[src/rtl/core/hvd_pkg.sv]
// Shared constants, types and helper functions for the haversine distance pipeline.
package hvd_pkg;
	localparam int CordicSteps = 30;
	localparam int SqrtSteps = 32;
	localparam logic signed [33:0] CordicGain = 34'sd652032874;
	localparam logic [31:0] PhFullK = 32'd3054198966;
	localparam logic [31:0] PhHalfK = 32'd1527099483;
	localparam logic [29:0] DistK = 30'd327927182;
	localparam logic signed [33:0] Q30One = 34'sd1073741824;

	// Arctangent of 2^-i in turns, 2^32 per turn.
	function automatic logic [29:0] atan_turn(input logic [4:0] i);
		logic [29:0] r;
		begin
			unique case (i)
				5'd0: r = 30'h20000000;
				5'd1: r = 30'h12E4051E;
				5'd2: r = 30'h09FB385B;
				5'd3: r = 30'h051111D4;
				5'd4: r = 30'h028B0D43;
				5'd5: r = 30'h0145D7E1;
				5'd6: r = 30'h00A2F61E;
				5'd7: r = 30'h00517C55;
				5'd8: r = 30'h0028BE53;
				5'd9: r = 30'h00145F2F;
				5'd10: r = 30'h000A2F98;
				5'd11: r = 30'h000517CC;
				5'd12: r = 30'h00028BE6;
				5'd13: r = 30'h000145F3;
				5'd14: r = 30'h0000A2FA;
				5'd15: r = 30'h0000517D;
				5'd16: r = 30'h000028BE;
				5'd17: r = 30'h0000145F;
				5'd18: r = 30'h00000A30;
				5'd19: r = 30'h00000518;
				5'd20: r = 30'h0000028C;
				5'd21: r = 30'h00000146;
				5'd22: r = 30'h000000A3;
				5'd23: r = 30'h00000051;
				5'd24: r = 30'h00000029;
				5'd25: r = 30'h00000014;
				5'd26: r = 30'h0000000A;
				5'd27: r = 30'h00000005;
				5'd28: r = 30'h00000003;
				5'd29: r = 30'h00000001;
				default: r = 30'h0;
			endcase
			return r;
		end
	endfunction

	// Per-cell control carried alongside the data.
	typedef struct packed {
		logic valid;
	} hvd_ctl_t;
endpackage

[src/rtl/core/hvd_rot_cell.sv]
// One CORDIC rotation cell: four lanes of sine and cosine, one micro-rotation each.
module hvd_rot_cell (
	input  logic clk,
	input  logic arst_n,
	input  logic en,
	input  logic [4:0] step,
	input  logic in_valid,
	input  logic signed [3:0][33:0] x_in,
	input  logic signed [3:0][33:0] y_in,
	input  logic signed [3:0][31:0] z_in,
	input  logic [3:0][1:0] q_in,
	output logic out_valid,
	output logic signed [3:0][33:0] x_out,
	output logic signed [3:0][33:0] y_out,
	output logic signed [3:0][31:0] z_out,
	output logic [3:0][1:0] q_out
);
	import hvd_pkg::*;

	logic signed [31:0] ang;
	// Lane values as signed words so that the shifts keep the sign.
	logic signed [33:0] xi [4];
	logic signed [33:0] yi [4];
	logic signed [33:0] dx [4];
	logic signed [33:0] dy [4];

	assign ang = signed'({2'b00, atan_turn(step)});

	always_comb begin
		for (int l = 0; l < 4; l++) begin
			xi[l] = x_in[l];
			yi[l] = y_in[l];
			dx[l] = yi[l] >>> step;
			dy[l] = xi[l] >>> step;
		end
	end

	always_ff @(posedge clk or negedge arst_n) begin
		if (!arst_n) begin
			out_valid <= 1'b0;
		end else if (en) begin
			out_valid <= in_valid;
		end
	end

	always_ff @(posedge clk) begin
		if (en) begin
			for (int l = 0; l < 4; l++) begin
				if (!z_in[l][31]) begin
					x_out[l] <= xi[l] - dx[l];
					y_out[l] <= yi[l] + dy[l];
					z_out[l] <= z_in[l] - ang;
				end else begin
					x_out[l] <= xi[l] + dx[l];
					y_out[l] <= yi[l] - dy[l];
					z_out[l] <= z_in[l] + ang;
				end
				q_out[l] <= q_in[l];
			end
		end
	end
endmodule

[config.mk]
export PLATFORM = sky130hd
export DESIGN_NAME = hvd_rot_cell
export DESIGN_NICKNAME = d
export VERILOG_FILES = /design/src/rtl/core/hvd_pkg.sv /design/src/rtl/core/hvd_rot_cell.sv
export SDC_FILE = /design/constraint.sdc
export NUM_CORES = 2
export LEC_CHECK = 0
export ABC_AREA = 1
export BUFFER_PORTS_ARGS = -buffer_cell sky130_fd_sc_hd__buf_4
export CORE_ASPECT_RATIO = 1.75
export CORE_MARGIN = 1.5
export CORE_UTILIZATION = 35
export CTS_BUF_LIST = sky130_fd_sc_hd__clkbuf_8
export CTS_CLUSTER_SIZE = 24
export DETAILED_ROUTE_END_ITERATION = 12
export PLACE_DENSITY = 0.63
export SLEW_MARGIN = 20
export SYNTH_ARGS = -nofsm -noshare
export SYNTH_HDL_FRONTEND = slang
export SYNTH_SLANG_ARGS = --single-unit
export TNS_END_PERCENT = 1
[constraint.sdc]
create_clock -name clk -period 0.8 [get_ports clk]
set_input_delay 0.04 -clock clk [delete_from_list [all_inputs] [get_ports clk]]
set_output_delay 0.04 -clock clk [all_outputs]
set_load 0.03 [all_outputs]
# After elaboration in Yosys (flattened, before gate mapping)
# Memories as Yosys holds them, arrays and structs flattened.
# Index checks and enable logic that the tools add are counted.
[totals]
out_inout_bits = 409
regBits = 409
n_memories = 1
inputBits = 417
elab_cells = 62
mem_bits_ro = 960
[memory_table]
columns = ["name", "words", "width", "read_ports", "rd_clocked_by_memory_dff", "wr", "line", "rtl"]
rows = [
  ["(name not given)", 32, 30, 1, 0, 0, "hvd_pkg.sv:15", "unique case (i)"],
]
[classes]
mux = 12
add_sub_neg = 24
shift = 8
[op_table]
columns = ["cell", "count"]
rows = [
  ["$add A34 B34 Y34", 8],
  ["$mux W34", 8],
  ["$sshr A34 B5 Y34", 8],
  ["$sub A34 B34 Y34", 8],
  ["$add A32 B30 Y32", 4],
  ["$mux W32", 4],
  ["$sub A32 B30 Y32", 4],
]

# Longest topological paths before layout
[logic_depth]
ltp_word = 3
ltp_mapped = 38

# Least setup slack after synthesis
# No wires, ideal clock.
[synth_path]
path_type = "input to register"
from = "input step[0]"
to = "register z_out[58] (netlist name) (data pin)"
t_required_ns = 0.548
path_stages = 36
n_path_buf = 4
arrival_ns = 4.079
path_slack_ns = -3.532
cell_sequence = "buf_6 -> inv_4 -> buf_6 -> buf_6 -> buf_6 -> ha_1 -> inv_1 -> nand2_1 -> nand2_1 -> nand2_1 -> o21ai_0 -> nand2_1 -> nand2_1 -> ha_1 -> inv_1 -> nor2_1 -> nand4_1 -> nor2_1 -> nand2_1 -> xor2_1 -> o21ai_0 -> ha_1 -> nand2_1 -> inv_1 -> a21oi_1 -> nand2_1 -> a31oi_1 -> inv_1 -> nand2_1 -> nand2_1 -> a21boi_0 -> o21ai_0 -> nand2_1 -> nand2_1 -> nand2_1 -> nand2_1"
[synth_between]
elab_chain_len = 3
elab_cells_between_ends = 4
classes_between = "add/sub (2); mux (1); memory (1)"
[synth_rtl]
columns = ["item", "line", "rtl"]
rows = [
  ["start, declared", "hvd_rot_cell.sv:6", "input logic [4:0] step,"],
  ["$mem_v2 Z32 W30 *", "n/a", ""],
  ["$sub A32 B30 Y32 / $add A32 B30 Y32 (equally long branches)", "hvd_rot_cell.sv:52, hvd_rot_cell.sv:56", ""],
  ["$mux W32 *", "hvd_rot_cell.sv:49", "if (!z_in[l][31]) begin"],
  ["end signal, assigned by index", "hvd_rot_cell.sv:52", "z_out[l] <= z_in[l] - ang;"],
  ["end signal, assigned by index", "hvd_rot_cell.sv:56", "z_out[l] <= z_in[l] + ang;"],
  ["end, declared", "hvd_rot_cell.sv:15", "output logic signed [3:0][31:0] z_out,"],
]
# Every way passes the cells marked *; elsewhere a longest branch is shown, timed or not.
# A chain may end at the register's enable or synchronous reset.

# Worst setup path after layout
[layout_path]
from = "input step[0]"
to = "register x_out[67] (netlist name) (data pin)"
[layout_between]
elab_chain_len = 3
elab_cells_between_ends = 4
classes_between = "add/sub (2); shift (1); mux (1)"
[layout_rtl]
columns = ["item", "line", "rtl"]
rows = [
  ["$sshr A34 B5 Y34 *", "hvd_rot_cell.sv:33", "dx[l] = yi[l] >>> step;"],
  ["$sub A34 B34 Y34 / $add A34 B34 Y34 (equally long branches)", "hvd_rot_cell.sv:50, hvd_rot_cell.sv:54", ""],
  ["$mux W34 *", "hvd_rot_cell.sv:49", ""],
  ["end signal, assigned by index", "hvd_rot_cell.sv:50", "x_out[l] <= xi[l] - dx[l];"],
  ["end signal, assigned by index", "hvd_rot_cell.sv:54", "x_out[l] <= xi[l] + dx[l];"],
  ["end, declared", "hvd_rot_cell.sv:13", "output logic signed [3:0][33:0] x_out,"],
]
# Marks and branches as above.

==> reports/results.env <==
STATUS='complete, but fails checks'
VIOLATIONS_IN_THE_FINAL_REPORTS='negative hold slack, negative setup slack'
REMAINING_DRC_ERRORS=0
FINAL_MAX_SLEW_VIOL_COUNT=0
YOSYS.CELL_TYPES.COUNT=59
HOLD_FIX_BUFFERS_AT_CTS=21
WORSTREG2REGEND='out_valid'
VDD_DROP_MAX_mV=2.11
SETUP.WORST_PATH.START='step[0]'
SYNTH_SEQ_CELLS=409
CLK_SLEW_ON_WORST_S_H_PATHS_NS=0.06
WORST_SLEW_PIN_SLEW_NS=0.723
WORSTHOLDSTART='z_in[64]'
GLOBAL_ROUTE.USAGE.TOTAL=0.411
BUFFER_PORTS.INSERTED=825
SETUP_VIOL_COUNT_FINAL=1218
WIRELENGTH_PER_CELL_UM=23.2
FINAL_LAYOUT_SIZE_SUFFIX_GT1_FRAC=0.396
DETAIL_ROUTE.ITER0.VIOLATIONS=5628
TIMING.CRITICAL_PATH.SLOWEST_CELL_DELAY_NS=0.36
GP_CONGESTION=1.08
MIN_PATH_CELLS=2
SYNTH_LARGEST_TYPE_AREA_FRACTION=0.211
SETUP.WORST_PATH.END='x_out[67]'
MAX_CAP_VIOLATIONS=0
GRT_ANTENNA_BEFORE_REPAIR=33
CTSROOTBUFFERMASTER='clkbuf_8'
CLOCK_TREE.HTREE_LEVEL_COUNT=3
STDCELL_AREA_UM2=98500
POST_SYNTH_INST_COUNT=9414
DETAILEDPLACE.WORSTSLACK_NS=-4.41
TRITONCTS_NUM_SINKS=409
WIRELENGTH_UM=362000
MAX_FREQ_MHz=270
GRT_FIRST_PASS_WIRELENGTH_UM=512000
WORST-PATH-STAGES=32
CRIT_PATH_TOP_DELAY_CELL='ha_1'
FIN_CELLS=15577
YS_ASYNC_SR_FRACTION=0.00244
CLOCK-SKEW-FINAL_NS=0
MOST-COMMON-LAYOUT-CELLS='buf_4, nand2_1, nand3_1, inv_1, nor2_1'
CTS_TREE='yes'
WORSTPATHARRIVAL_NS=4.24
VERTICAL_EXTENT_OF_THE_DIE_UM=542
DETAIL-ROUTE-ANTENNA-NETS=0
WORST-SETUP-PATH-TYPE='in -> reg'
FINALWORSTSETUPSLACK_NS=-2.90
ROWS=197
POST_ROUTE_MINIMUM_PERIOD_NS=3.70
FINAL_NETS=14151
TIMING.SLEW.HEADROOM=0.513
SYNTH_FLOP_CELL='edfxtp_1'
FINISH.UTILIZATION=0.597
CP_MAX_FO=10
PLACEMENT.CELL_AREA_UM2=90800
DIE_WIDTH_UM=311
FINAL_MIN_PERIOD_OVER_CLOCK_PERIOD=4.63
TIMING.HOLD.WORST.CLASS='in -> reg'
WORST_SETUP_PATH_START_KIND='primary input'
WORST_EP_REQUIRED_TIME_NS=1.34
REG2REG_DEPTH=1
CELLLEAKAGEPOWER_nW=51.0
FIRST_GLOBAL_VIAS=83465
CP_TOP_FAMILY='simple AND/OR/NAND/NOR gates'
DRT_PRE_ANTENNA_ITERS=9
R2R-START='out_valid'
INSERTION_DELAY_NS=0.82
CTS-BUFFERS-INSERTED=66
DP_HPWL_UM=305000
SYNTHTOLAYOUTAREAGROWTH_PCT=69.3
GRT_REMAINING_OVERFLOW=0
CRITICAL_PATH_BUF_INV_COUNT=9
CORE_UM2=165000
FINAL_HOLD_VIOL_COUNT=208
NUM_VIAS=82672
FP.DIEAREA_UM2=169000
MAX-CLOCK-PATH-BUFFERS=3
VIAS_PER_CELL=5.31
CRIT_PATH_END_KIND='flop'
POWER_PER_CELL_AREA_nW_PER_UM2=1790
SYNTH_SEQ_AREA_SHARE=0.211
SYNTH.CELL_AREA_UM2=58200
LEADING_CELL_TYPE_IN_THE_LAYOUT_FILL_AND_TAPS_EXCLUDED='buf_4'
POST_SYNTH_MAIN_AREA_CONTRIBUTORS='edfxtp_1, nand2_1, nand3_1'
SYNTH.NET_COUNT=10245
GRT_SETUP_UNREPAIRED='true'
FILLERINSTANCES=15940
TIMING.REG2REG.SETUP_SLACK_NS=0.05
FINAL.HOLD.WORST_SLACK_NS=-0.478
SYNTH_AREA_LEADER_CELL='edfxtp_1'
IOPINCOUNT=826
SYNTH-EDFF-COUNT=408
PLACED_CELLS_INCL_TAPS=15318
SYNTH-WARNING-COUNT=0
FLOORPLAN.INITIALDENSITY=0.353
CRIT_PATH_FREQUENT_CELL='nand3_4'
SYN_AVG_CELL_AREA_UM2=6.18
GRT_START_MAX_NET_PINS=46
metal layers:
| layer | part of all wire | track usage |
|---|---|---|
| met5 | 0.00037 | 0 |
| met4 | 0.14 | 0.463 |
| met3 | 0.060 | 0.0767 |
| met2 | 0.49 | 0.741 |
| met1 | 0.31 | 0.362 |
report_power, final:
part	switching [mW]	total (mW)	internal, mW
registers	2.29	34.1	31.8
clock network	9.94	19.9	9.91
logic	68.7	123	54.0
cells by family (layout without fill, tap and decap cells):
group / Yosys count / count (layout) / share of synthesized area
AO/OA/AOI/OAI: 1292 / 1292 / 0.126
flip-flops: 409 / 409 / 0.211
buffers and inverters: 1235 / 5186 / 0.0889
other: 0 / 23 / 0
adder cells (fa/ha/maj): 414 / 414 / 0.0906
XOR/XNOR: 554 / 554 / 0.0834
AND/OR/NAND/NOR: 5509 / 5509 / 0.400
multiplexers: 1 / 1 / 0.000194
cell usage after synthesis (9+ instances only):
master     instances
edfxtp_1         408
buf_6             42
fa_1              12
ha_1             402
o21ai_1           30
a211oi_1          12
xnor2_1          169
a31oi_1           96
buf_4             16
nand3b_1          22
nand2_2           16
clkbuf_1          91
nor2_4             9
inv_1            877
a2111oi_0         12
o21ai_0          402
o31ai_1           20
nor3_1            46
o21bai_1          10
o21a_1            53
o2111ai_1         15
nand2_1         3052
a21boi_0          42
a21oi_1          499
buf_2            125
inv_2             13
a21o_1            39
o211ai_1          26
nor2_2            28
buf_1             68
nor2_1           682
xor2_1           385
nand4_1           94
nand3_1         1524
worst min-delay path by stage:
stage                      endpoint  slack, ns
after floorplan           out_valid      -0.26
after global placement    out_valid      -0.18
after detailed placement  out_valid      -0.18
after CTS                 z_out[64]      -0.48
after global routing      z_out[64]      -0.46
final                     z_out[64]      -0.48
layout make-up:
cell class | count | area, µm² | area share
clock inverters | 46 | 419 | 0.00426
diodes | 23 | 57.6 | 0.000584
multi-input cells | 7770 | 45500 | 0.462
flip-flops and latches | 409 | 12300 | 0.125
inverters | 893 | 3410 | 0.0346
repair inverters | 1 | 11.3 | 0.000114
repair buffers | 4179 | 33100 | 0.337
clock buffers | 67 | 922 | 0.00936
well taps | 2189 | 2740 | 0.0278
stage by stage:
stage,power (mW),TNS [ns]
2_1_floorplan,85.3,-973.77
3_3_place_gp,147,-1396.24
3_5_place_dp,148,-1410.89
4_1_cts,172,-1326.29
5_1_grt,185,-1416.59
6_report,177,-1331.34
registers in the layout, indices dropped and copies added, names as in the netlist:
signal	flops
y_out	136
x_out	136
z_out	128
out_valid	1
q_out	8
what timing repair did:
item	CTS	global route
endpoints found under the setup margin	809	1218
pin swaps	117	213
gates resized for setup	583	689
gates cloned	12	1
endpoints found under the hold margin	607	185
setup buffers	55	36
(Power assumes the default switching activity.)
